===== src/hw/rtl/urf_pkg.sv =====
// Shared types, constants, the swap map and the control store for the UDP port reflector.
`default_nettype none

package urf_pkg;

  localparam int unsigned HDR_LEN = 42;
  localparam int unsigned POS_W = $clog2(HDR_LEN);
  localparam logic [7:0] UDP_PROTO = 8'd17;
  localparam logic [15:0] PORT_RESET = 16'd55007;

  // Byte offsets of the header fields that the verdict looks at.
  localparam logic [POS_W-1:0] OFS_PROTO = POS_W'(23);
  localparam logic [POS_W-1:0] OFS_DPORT_HI = POS_W'(36);
  localparam logic [POS_W-1:0] OFS_DPORT_LO = POS_W'(37);
  localparam logic [POS_W-1:0] OFS_LAST = POS_W'(HDR_LEN - 1);

  // Configuration port: one register, word index taken from paddr[2].
  localparam int unsigned CFG_AW = 3;
  localparam logic CFG_IDX_REFLECT_PORT = 1'b0;

  typedef struct packed {
    logic [7:0] frame_byte;
    logic       frame_end;
  } in_item_t;

  typedef struct packed {
    logic [7:0] out_byte;
    logic       out_end;
    logic       verdict;
  } out_item_t;

  // Sequencer program addresses.
  typedef logic [1:0] step_t;
  localparam step_t STEP_COLLECT = 2'd0;
  localparam step_t STEP_READ = 2'd1;
  localparam step_t STEP_EMIT = 2'd2;

  typedef enum logic [1:0] {
    JC_ALWAYS = 2'd0,
    JC_GO     = 2'd1,
    JC_LAST   = 2'd2
  } jcond_t;

  typedef struct packed {
    logic   accept;
    logic   mem_rd;
    logic   emit;
    jcond_t cond;
    step_t  tgt_true;
    step_t  tgt_false;
  } ctrl_word_t;

  typedef struct packed {
    logic go;
    logic last;
    logic out_free;
  } seq_status_t;

  function automatic ctrl_word_t ucode_rom(step_t addr);
    ctrl_word_t w;
    w = '{accept: 1'b1, mem_rd: 1'b0, emit: 1'b0, cond: JC_GO,
          tgt_true: STEP_READ, tgt_false: STEP_COLLECT};
    unique case (addr)
      STEP_COLLECT: w = '{accept: 1'b1, mem_rd: 1'b0, emit: 1'b0, cond: JC_GO,
                          tgt_true: STEP_READ, tgt_false: STEP_COLLECT};
      STEP_READ:    w = '{accept: 1'b0, mem_rd: 1'b1, emit: 1'b0, cond: JC_ALWAYS,
                          tgt_true: STEP_EMIT, tgt_false: STEP_EMIT};
      STEP_EMIT:    w = '{accept: 1'b0, mem_rd: 1'b0, emit: 1'b1, cond: JC_LAST,
                          tgt_true: STEP_COLLECT, tgt_false: STEP_READ};
      default:      w = '{accept: 1'b0, mem_rd: 1'b0, emit: 1'b0, cond: JC_ALWAYS,
                          tgt_true: STEP_COLLECT, tgt_false: STEP_COLLECT};
    endcase
    return w;
  endfunction

  // Stored byte that appears at position i of a reflected header.
  function automatic logic [POS_W-1:0] swapped_index(logic [POS_W-1:0] i);
    logic [POS_W-1:0] r;
    r = i;
    if (i < POS_W'(6)) begin
      r = i + POS_W'(6);
    end else if (i < POS_W'(12)) begin
      r = i - POS_W'(6);
    end else if (i >= POS_W'(26) && i < POS_W'(30)) begin
      r = i + POS_W'(4);
    end else if (i >= POS_W'(30) && i < POS_W'(34)) begin
      r = i - POS_W'(4);
    end else if (i >= POS_W'(34) && i < POS_W'(36)) begin
      r = i + POS_W'(2);
    end else if (i >= POS_W'(36) && i < POS_W'(38)) begin
      r = i - POS_W'(2);
    end
    return r;
  endfunction

endpackage

`default_nettype wire


===== src/hw/rtl/udp_port_packet_reflector.sv =====
// UDP port packet reflector: top level with frame datapath, register port and sequencer.
// A byte past the header is registered and appears at the output in the cycle after its transfer.
// Header bytes are taken one per cycle; the 42nd byte (or an early frame end) starts a
// burst that replays the held bytes, each by a store read and then an output load.
// Trailing bytes then pass at one per cycle while the output register is not stalled.
// Reset (rst_n low, synchronous) clears position, flags, burst index, sequencer and output
// valid; the header store and captured fields are not cleared; reflect_port returns to 55007.
`default_nettype none

module udp_port_packet_reflector
  import urf_pkg::*;
(
  input  wire logic              clk,
  input  wire logic              rst_n,
  // Input byte channel
  input  wire logic              in_valid,
  output logic                   in_stall,
  input  wire in_item_t          in_data,
  // Result byte channel
  output logic                   out_valid,
  input  wire logic              out_stall,
  output out_item_t              out_data,
  // Configuration port
  input  wire logic              psel,
  input  wire logic              penable,
  input  wire logic              pwrite,
  input  wire logic [CFG_AW-1:0] paddr,
  input  wire logic [31:0]       pwdata,
  output logic      [31:0]       prdata,
  output logic                   pready
);

  // ------------------------------------------------------------------
  // Configuration register. Writes land on the access phase; reads are
  // combinational since pready never drops.
  // ------------------------------------------------------------------
  logic [15:0] reflect_port_r;
  logic        cfg_hit;

  assign pready  = 1'b1;
  assign cfg_hit = paddr[CFG_AW-1:2] == CFG_IDX_REFLECT_PORT;
  assign prdata  = cfg_hit ? {16'd0, reflect_port_r} : 32'd0;

  always_ff @(posedge clk) begin
    if (!rst_n) begin
      reflect_port_r <= PORT_RESET;
    end else if (psel && penable && pwrite && pready && cfg_hit) begin
      reflect_port_r <= pwdata[15:0];
    end
  end

  // ------------------------------------------------------------------
  // Sequencer. The program has three steps: collect input bytes, read a
  // held header byte, and load it into the output register.
  // ------------------------------------------------------------------
  ctrl_word_t  ctrl;
  seq_status_t status;

  urf_useq u_useq (
    .clk    (clk),
    .rst_n  (rst_n),
    .status (status),
    .ctrl   (ctrl)
  );

  // ------------------------------------------------------------------
  // Frame state
  // ------------------------------------------------------------------
  logic [POS_W-1:0] pos_r, pos_nxt;       // header bytes held so far
  logic             hd_r, hd_nxt;         // header burst already scheduled
  logic             fv_r, fv_nxt;         // verdict for trailing bytes
  logic [7:0]       proto_r;              // captured IPv4 protocol byte
  logic [7:0]       dport_hi_r;           // captured UDP destination port
  logic [7:0]       dport_lo_r;

  // Burst bookkeeping
  logic [POS_W-1:0] cnt_r, cnt_nxt;       // bytes in the burst
  logic [POS_W-1:0] idx_r, idx_nxt;       // burst position being emitted
  logic             bv_r, bv_nxt;         // burst verdict
  logic             bend_r, bend_nxt;     // burst carries the frame end

  // Output register
  logic             out_valid_r, out_valid_nxt;
  out_item_t        out_data_r;
  logic             out_free;

  logic             in_xfer;
  logic             hdr_wr;
  logic             go;
  logic             full;
  logic             verdict_now;
  logic             pass_load;
  logic             burst_load;
  logic             last;
  logic [POS_W-1:0] rd_addr;
  logic [7:0]       rd_data;

  assign out_free = !out_valid_r || !out_stall;

  // Input is taken only in the collect step. A trailing byte also needs room in
  // the output register; header bytes only go into the store.
  assign in_stall = !(ctrl.accept && (!hd_r || out_free));
  assign in_xfer  = in_valid && !in_stall;

  assign hdr_wr    = in_xfer && !hd_r;
  assign pass_load = in_xfer && hd_r;
  assign full      = pos_r == OFS_LAST;
  assign go        = hdr_wr && (full || in_data.frame_end);

  // Byte 37 arrives before byte 41, so all three captured bytes are current
  // when the header completes.
  assign verdict_now = full && (proto_r == UDP_PROTO) &&
                       ({dport_hi_r, dport_lo_r} == reflect_port_r);

  assign last       = idx_r == cnt_r - POS_W'(1);
  assign burst_load = ctrl.emit && out_free;

  assign status = '{go: go, last: last, out_free: out_free};

  // ------------------------------------------------------------------
  // Header store
  // ------------------------------------------------------------------
  assign rd_addr = bv_r ? swapped_index(idx_r) : idx_r;

  urf_hdr_mem u_hdr_mem (
    .clk   (clk),
    .we    (hdr_wr),
    .waddr (pos_r),
    .wdata (in_data.frame_byte),
    .re    (ctrl.mem_rd),
    .raddr (rd_addr),
    .rdata (rd_data)
  );

  always_ff @(posedge clk) begin
    if (hdr_wr && pos_r == OFS_PROTO) begin
      proto_r <= in_data.frame_byte;
    end
    if (hdr_wr && pos_r == OFS_DPORT_HI) begin
      dport_hi_r <= in_data.frame_byte;
    end
    if (hdr_wr && pos_r == OFS_DPORT_LO) begin
      dport_lo_r <= in_data.frame_byte;
    end
  end

  // ------------------------------------------------------------------
  // Frame and burst control
  // ------------------------------------------------------------------
  always_comb begin
    pos_nxt  = pos_r;
    hd_nxt   = hd_r;
    fv_nxt   = fv_r;
    cnt_nxt  = cnt_r;
    idx_nxt  = idx_r;
    bv_nxt   = bv_r;
    bend_nxt = bend_r;

    if (go) begin
      // The frame state is settled as the burst starts: a frame that ends with
      // the header starts afresh, otherwise trailing bytes follow.
      pos_nxt  = '0;
      hd_nxt   = !in_data.frame_end;
      fv_nxt   = verdict_now && !in_data.frame_end;
      cnt_nxt  = pos_r + POS_W'(1);
      idx_nxt  = '0;
      bv_nxt   = verdict_now;
      bend_nxt = in_data.frame_end;
    end else if (hdr_wr) begin
      pos_nxt = pos_r + POS_W'(1);
    end else if (pass_load && in_data.frame_end) begin
      hd_nxt = 1'b0;
      fv_nxt = 1'b0;
    end

    if (burst_load) begin
      idx_nxt = last ? '0 : idx_r + POS_W'(1);
    end
  end

  always_ff @(posedge clk) begin
    if (!rst_n) begin
      pos_r <= '0;
      hd_r  <= 1'b0;
      fv_r  <= 1'b0;
      idx_r <= '0;
    end else begin
      pos_r <= pos_nxt;
      hd_r  <= hd_nxt;
      fv_r  <= fv_nxt;
      idx_r <= idx_nxt;
    end
  end

  always_ff @(posedge clk) begin
    cnt_r  <= cnt_nxt;
    bv_r   <= bv_nxt;
    bend_r <= bend_nxt;
  end

  // ------------------------------------------------------------------
  // Output register. It loads either a trailing byte straight from the
  // input or a replayed header byte from the store.
  // ------------------------------------------------------------------
  always_comb begin
    if (pass_load || burst_load) begin
      out_valid_nxt = 1'b1;
    end else if (out_free) begin
      out_valid_nxt = 1'b0;
    end else begin
      out_valid_nxt = out_valid_r;
    end
  end

  always_ff @(posedge clk) begin
    if (!rst_n) begin
      out_valid_r <= 1'b0;
    end else begin
      out_valid_r <= out_valid_nxt;
    end
  end

  always_ff @(posedge clk) begin
    if (pass_load) begin
      out_data_r <= '{out_byte: in_data.frame_byte, out_end: in_data.frame_end,
                      verdict: fv_r};
    end else if (burst_load) begin
      out_data_r <= '{out_byte: rd_data, out_end: last && bend_r, verdict: bv_r};
    end
  end

  assign out_valid = out_valid_r;
  assign out_data  = out_data_r;

  // ------------------------------------------------------------------
  // Assertions
  // ------------------------------------------------------------------
  a_accept_only_collect: assert property (@(posedge clk) disable iff (!rst_n)
    !in_stall |-> ctrl.accept)
    else $error("input transfer allowed outside the collect step");

  a_pos_in_range: assert property (@(posedge clk) disable iff (!rst_n)
    pos_r < POS_W'(HDR_LEN))
    else $error("header position ran past the header length");

  a_hd_pos_clear: assert property (@(posedge clk) disable iff (!rst_n)
    hd_r |-> pos_r == '0)
    else $error("header position not cleared while trailing bytes pass");

  a_burst_idx: assert property (@(posedge clk) disable iff (!rst_n)
    (ctrl.mem_rd || ctrl.emit) |-> idx_r < cnt_r)
    else $error("burst index beyond burst length");

  a_burst_ends: assert property (@(posedge clk) disable iff (!rst_n)
    burst_load && last |=> ctrl.accept && out_valid)
    else $error("final burst byte did not return to collecting");

endmodule

`default_nettype wire


===== src/hw/rtl/urf_hdr_mem.sv =====
// Header byte store: one write port, one registered read port.
`default_nettype none

module urf_hdr_mem
  import urf_pkg::*;
(
  input  wire logic             clk,
  input  wire logic             we,
  input  wire logic [POS_W-1:0] waddr,
  input  wire logic [7:0]       wdata,
  input  wire logic             re,
  input  wire logic [POS_W-1:0] raddr,
  output logic      [7:0]       rdata
);

  logic [7:0] mem [HDR_LEN];

  always_ff @(posedge clk) begin
    if (we) begin
      mem[waddr] <= wdata;
    end
  end

  always_ff @(posedge clk) begin
    if (re) begin
      rdata <= mem[raddr];
    end
  end

endmodule

`default_nettype wire


===== src/hw/rtl/urf_useq.sv =====
// Microcode sequencer: step counter, control store lookup and conditional jumps.
`default_nettype none

module urf_useq
  import urf_pkg::*;
(
  input  wire logic        clk,
  input  wire logic        rst_n,
  input  wire seq_status_t status,
  output ctrl_word_t       ctrl
);

  step_t step_r, step_nxt;
  logic  cond_hit;
  logic  hold;

  assign ctrl = ucode_rom(step_r);

  always_comb begin
    unique case (ctrl.cond)
      JC_ALWAYS: cond_hit = 1'b1;
      JC_GO:     cond_hit = status.go;
      JC_LAST:   cond_hit = status.last;
      default:   cond_hit = 1'b1;
    endcase
  end

  // An emit step waits in place until the output register can take the byte.
  assign hold = ctrl.emit && !status.out_free;

  always_comb begin
    if (hold) begin
      step_nxt = step_r;
    end else if (cond_hit) begin
      step_nxt = ctrl.tgt_true;
    end else begin
      step_nxt = ctrl.tgt_false;
    end
  end

  always_ff @(posedge clk) begin
    if (!rst_n) begin
      step_r <= STEP_COLLECT;
    end else begin
      step_r <= step_nxt;
    end
  end

endmodule

`default_nettype wire

===== config.mk =====
export PLATFORM = sky130hd
export DESIGN_NAME = udp_port_packet_reflector
export DESIGN_NICKNAME = d
export VERILOG_FILES = /design/src/hw/rtl/urf_pkg.sv /design/src/hw/rtl/udp_port_packet_reflector.sv /design/src/hw/rtl/urf_hdr_mem.sv /design/src/hw/rtl/urf_useq.sv
export SDC_FILE = /design/constraint.sdc
export NUM_CORES = 1
export LEC_CHECK = 0
export BUFFER_PORTS_ARGS = -buffer_cell sky130_fd_sc_hd__buf_2
export CORE_AREA = 3 3 250 252
export DETAILED_ROUTE_END_ITERATION = 12
export DIE_AREA = 0 0 253 255
export PLACE_DENSITY = 0.47
export SLEW_MARGIN = 20
export SYNTH_ARGS = -nofsm -noshare
export SYNTH_HDL_FRONTEND = slang
export SYNTH_SLANG_ARGS = --single-unit
export TNS_END_PERCENT = 50

===== constraint.sdc =====
create_clock -name clk -period 7.05 [get_ports clk]
set_input_delay 0 -clock clk [delete_from_list [all_inputs] [get_ports clk]]
set_output_delay 0 -clock clk [all_outputs]
set_load 0.05 [all_outputs]

==> reports/results.txt <==
Critical path data arrival time - 5.54 ns
Net Sw Frac - 22.5%
H-tree depth - 2
X dimension of the die - 253 um
Layout Skew - 0.0232 ns
Yosys warnings - 0
Avg WL per Cell - 21.5 um
Post-synthesis cell type with the largest combined area - sky130_fd_sc_hd__edfxtp_1
Part of the power in combinational logic - 5.2%
Pin count of the biggest net entering global routing - 53
Fraction of synthesized cell area taken by the top area cell type - 64.0%
Via count of the first global-routing pass - 10400
Netlist area before placement - 18100 um^2
Routed wl met2 - 21.1 mm
Delay of the slowest cell on the worst path - 0.88 ns
Top cells by count, synth - 386 x sky130_fd_sc_hd__edfxtp_1, 95 x sky130_fd_sc_hd__nand2_1, 74 x sky130_fd_sc_hd__nor2_1
DRT met1 WL - 20.6 mm
Static leakage - 6.73 nW
Cell internal pwr - 0.00410 W
Number of clock sinks - 419
Most frequent cell after synthesis - sky130_fd_sc_hd__edfxtp_1
Top area cells in the synthesized netlist - sky130_fd_sc_hd__edfxtp_1 64%, sky130_fd_sc_hd__mux4_2 8.2%, sky130_fd_sc_hd__dfxtp_1 3.7%
Endpoint required time on the critical path - 7.51 ns
Met3 Wirelength - 1.58 mm
Hold Path Class - in -> reg
Detailed placement HPWL - 27.4 mm
Root Buffer Master - sky130_fd_sc_hd__clkbuf_16
Cell count of the worst hold path - 4
Startpoint of the worst-slack reg-to-reg timing path - idx_r[2]
Final-report hold violation count - 0
Endpoint of the most critical register-to-register path - u_hdr_mem.rdata[6]
1st-pass router iterations - 5
Part of the power in registers - 51.9%
Post-route worst hold slack - 0.110 ns
Critical path type - reg -> reg
Final estimated routing congestion in global placement - 0.797
Layout cells sized above 1 - 19.5%
Number of unique standard cell types used by synthesis - 81
First DRT Iteration DRCs - 866
Total wire length after detailed routing - 44.3 mm
Maximum buffer depth of the clock tree - 3
Layout overhead on the synthesized area - 15.0%
Floorplan core area - 60400 um^2
Insertion delay to the later sink of the worst-skew pair - 0.59 ns
DR DRC count - 0
Synth Flop Type - sky130_fd_sc_hd__edfxtp_1
Upper clock frequency limit - 197 MHz
Number of CTS-inserted buffers - 47
Number of placed I/O pins - 96
Share of flip-flops with an asynchronous set or reset after synthesis - 0%
Sw Pwr - 0.00119 W
Die area - 64500 um^2
Antenna viol nets, final - 0
Post-synthesis instance total - 1152
Worst rel slew slack - 25.8%
Result of the run - completed
Die Y-Extent - 255 um
Initial Utilization - 30.0%
RSZ-0062 raised after global routing - false
Average via count per standard cell - 4.87
Initial antenna violation count - 0
Endpoint of the worst hold path - reflect_port_r[13]
Max cap viols - 0
CTS tree - done
Cell area power density - 254 nW/um^2
Number of filler cells placed in the layout - 5755
Cell Rows - 90
VDD IR max - 0.000161 V
Worst reg-to-reg path cell count - 12
Number of synthesized flops with an enable pin - 386
Critical path launch point type - register
Global-route wire length before repair - 67.0 mm
Critical Path Slowest Stage Cell - sky130_fd_sc_hd__dfxtp_1
Mapped Avg Cell Area - 15.7 um^2
Max Transition Viols Final - 0
Register bit total from synthesis - 419
Top Layer Used - met4
Number of antenna repair diodes - 0
Sequential cell area fraction in the yosys report - 67.7%
Worst hold start - penable
Overflow left after global routing - 0
Setup violations, final - 0
Global-route usage over all layers - 13.9%
Power share of the clock group - 42.9%
Max Fanout on Critical Path - 26
Cell Chain, Critical Path - inv_1 -> ha_1 -> a21bo_1 -> nand3_1 -> o32ai_4 -> a311oi_4 -> o31ai_4 -> buf_4 -> mux2i_1 -> mux2_2 -> a2111oi_0 -> a31o_1
Register-to-register path setup slack - 1.97 ns
Post-route minimum period - 5.08 ns
Share of the cycle needed by the critical path after routing - 72.0%
Setup TNS Final - 0 ns
Post-layout net count - 1304
Clock slew at reported path FFs - 0.06 ns
Actual slew at the worst max-slew pin - 1.11 ns
Vias - 10000
Count of input and output buffers - 60
Crit end category - register
-- kinds of logic (layout without fill, tap and decap cells) --
logic type | after synthesis | count (layout) | synth area share [%]
AO/OA/AOI/OAI | 155 | 155 | 6.58
XOR/XNOR | 34 | 34 | 1.65
adder cells (fa/ha/maj) | 14 | 14 | 0.968
buffers and inverters | 102 | 210 | 3.01
flip-flops | 419 | 419 | 67.7
multiplexers | 130 | 130 | 11.9
other | 2 | 17 | 0.0415
AND/OR/NAND/NOR | 296 | 296 | 8.12
-- critical path: cells and delay by family (launching register included) --
kind | cells | cell delay (ns)
compound gates | 6 | 2.05
fa+ha+maj | 1 | 0.40
buf+inv | 2 | 0.92
flops | 1 | 0.88
mux | 2 | 0.48
simple gates | 1 | 0.22
-- worst max-delay path by stage --
| stage | start | end | slack (ns) | cells after the start |
|---|---|---|---|---|
| floorplan | idx_r[0] | u_hdr_mem.rdata[2] | 2.77 | 17 |
| finish | idx_r[2] | u_hdr_mem.rdata[6] | 1.97 | 12 |
| detailed placement | idx_r[2] | u_hdr_mem.rdata[4] | 2.06 | 12 |
| global placement | idx_r[2] | u_hdr_mem.rdata[6] | 2.05 | 12 |
| global route | idx_r[2] | u_hdr_mem.rdata[6] | 1.74 | 12 |
| CTS | idx_r[2] | u_hdr_mem.rdata[6] | 2.03 | 12 |
-- routing by layer --
metal,track usage (%),up-vias
li1,-,4606
met1,19.1,5149
met2,22.8,200
met3,2.06,68
met4,4.60,0
met5,0,-
-- layout make-up --
type	count	area, um^2	area share, %
Clock buffer	64	1250	6.00
Clock inverter	21	161	0.775
Sequential cell	419	12300	58.9
Tap cell	782	978	4.70
Timing Repair Buffer	102	708	3.40
Inverter	23	86.3	0.415
Multi-Input combinational cell	646	5380	25.8
-- power groups by stage --
stage / clock, W / combinational [W] / sequential, W
floorplan: 0 / 0.000165 / 0.00279
CTS: 0.00234 / 0.000278 / 0.00275
detailed placement: 0 / 0.000265 / 0.00280
finish: 0.00227 / 0.000274 / 0.00274
global placement: 0 / 0.000263 / 0.00280
global route: 0.00244 / 0.000295 / 0.00275
-- cells in the final DEF (no fill, tap or decap), types with 5 or more instances in the layout --
cell                            netlist  routed
sky130_fd_sc_hd__buf_4               19       9
sky130_fd_sc_hd__clkbuf_16            0      47
sky130_fd_sc_hd__nand2b_1             7       7
sky130_fd_sc_hd__nand2_1             95      95
sky130_fd_sc_hd__a2111oi_2            7       7
sky130_fd_sc_hd__clkbuf_1            31      16
sky130_fd_sc_hd__dlygate4sd3_1        0      32
sky130_fd_sc_hd__a21oi_1             43      43
sky130_fd_sc_hd__o21ai_1              5       5
sky130_fd_sc_hd__mux4_2              66      66
sky130_fd_sc_hd__nor3_1              11      11
sky130_fd_sc_hd__dfxtp_1             33      32
sky130_fd_sc_hd__clkinv_1             0       8
sky130_fd_sc_hd__mux2i_1             39      39
sky130_fd_sc_hd__edfxtp_1           386     386
sky130_fd_sc_hd__nor2_1              74      74
sky130_fd_sc_hd__nand4_1              8       8
sky130_fd_sc_hd__a221oi_1             6       6
sky130_fd_sc_hd__o31ai_1              7       7
sky130_fd_sc_hd__or3_1                7       7
sky130_fd_sc_hd__o22ai_1              8       8
sky130_fd_sc_hd__ha_1                14      14
sky130_fd_sc_hd__o211ai_1            11      11
sky130_fd_sc_hd__a211o_1              7       7
sky130_fd_sc_hd__buf_2               13      60
sky130_fd_sc_hd__inv_1               23      23
sky130_fd_sc_hd__mux2_2              21      21
sky130_fd_sc_hd__nand3_1             28      28
sky130_fd_sc_hd__conb_1               2      17
sky130_fd_sc_hd__xor2_1              13      13
sky130_fd_sc_hd__o21ai_0             18      18
sky130_fd_sc_hd__clkinv_2             0       8
sky130_fd_sc_hd__nor2b_1             30      29
sky130_fd_sc_hd__xnor2_1             21      21
-- flip-flops by register name (all words and copies together) (netlist names), 2 cells and up --
signal / cells
u_useq.step_r: 2
proto_r: 8
out_data: 10
u_hdr_mem.rdata: 8
pos_r: 6
dport_hi_r: 8
cnt_r: 6
idx_r: 6
dport_lo_r: 8
u_hdr_mem.mem: 336
reflect_port_r: 16
-- per-stage QoR --
stage / total power, W / util, % / instance area [um^2] / worst slack, ns / std cells
6_report: 0.00529 / 34.5 / 20800 / 1.97 / 2057
5_1_grt: 0.00548 / 34.5 / 20800 / 1.74 / 2057
4_1_cts: 0.00536 / 34.5 / 20800 / 2.03 / 2057
3_5_place_dp: 0.00306 / 31.6 / 19100 / 2.06 / 1940
3_3_place_gp: 0.00306 / 31.6 / 19100 / 2.05 / 1940
2_1_floorplan: 0.00296 / - / 18200 / 2.77 / 1167
-- repair_timing --
action                     CTS  global route
hold buffers                32             0
hold endpoints to repair    30             0
resized for setup            0             0
setup endpoints to repair    0             0
setup buffers                0             0
No activity file was read; power rests on OpenSTA's default activity.
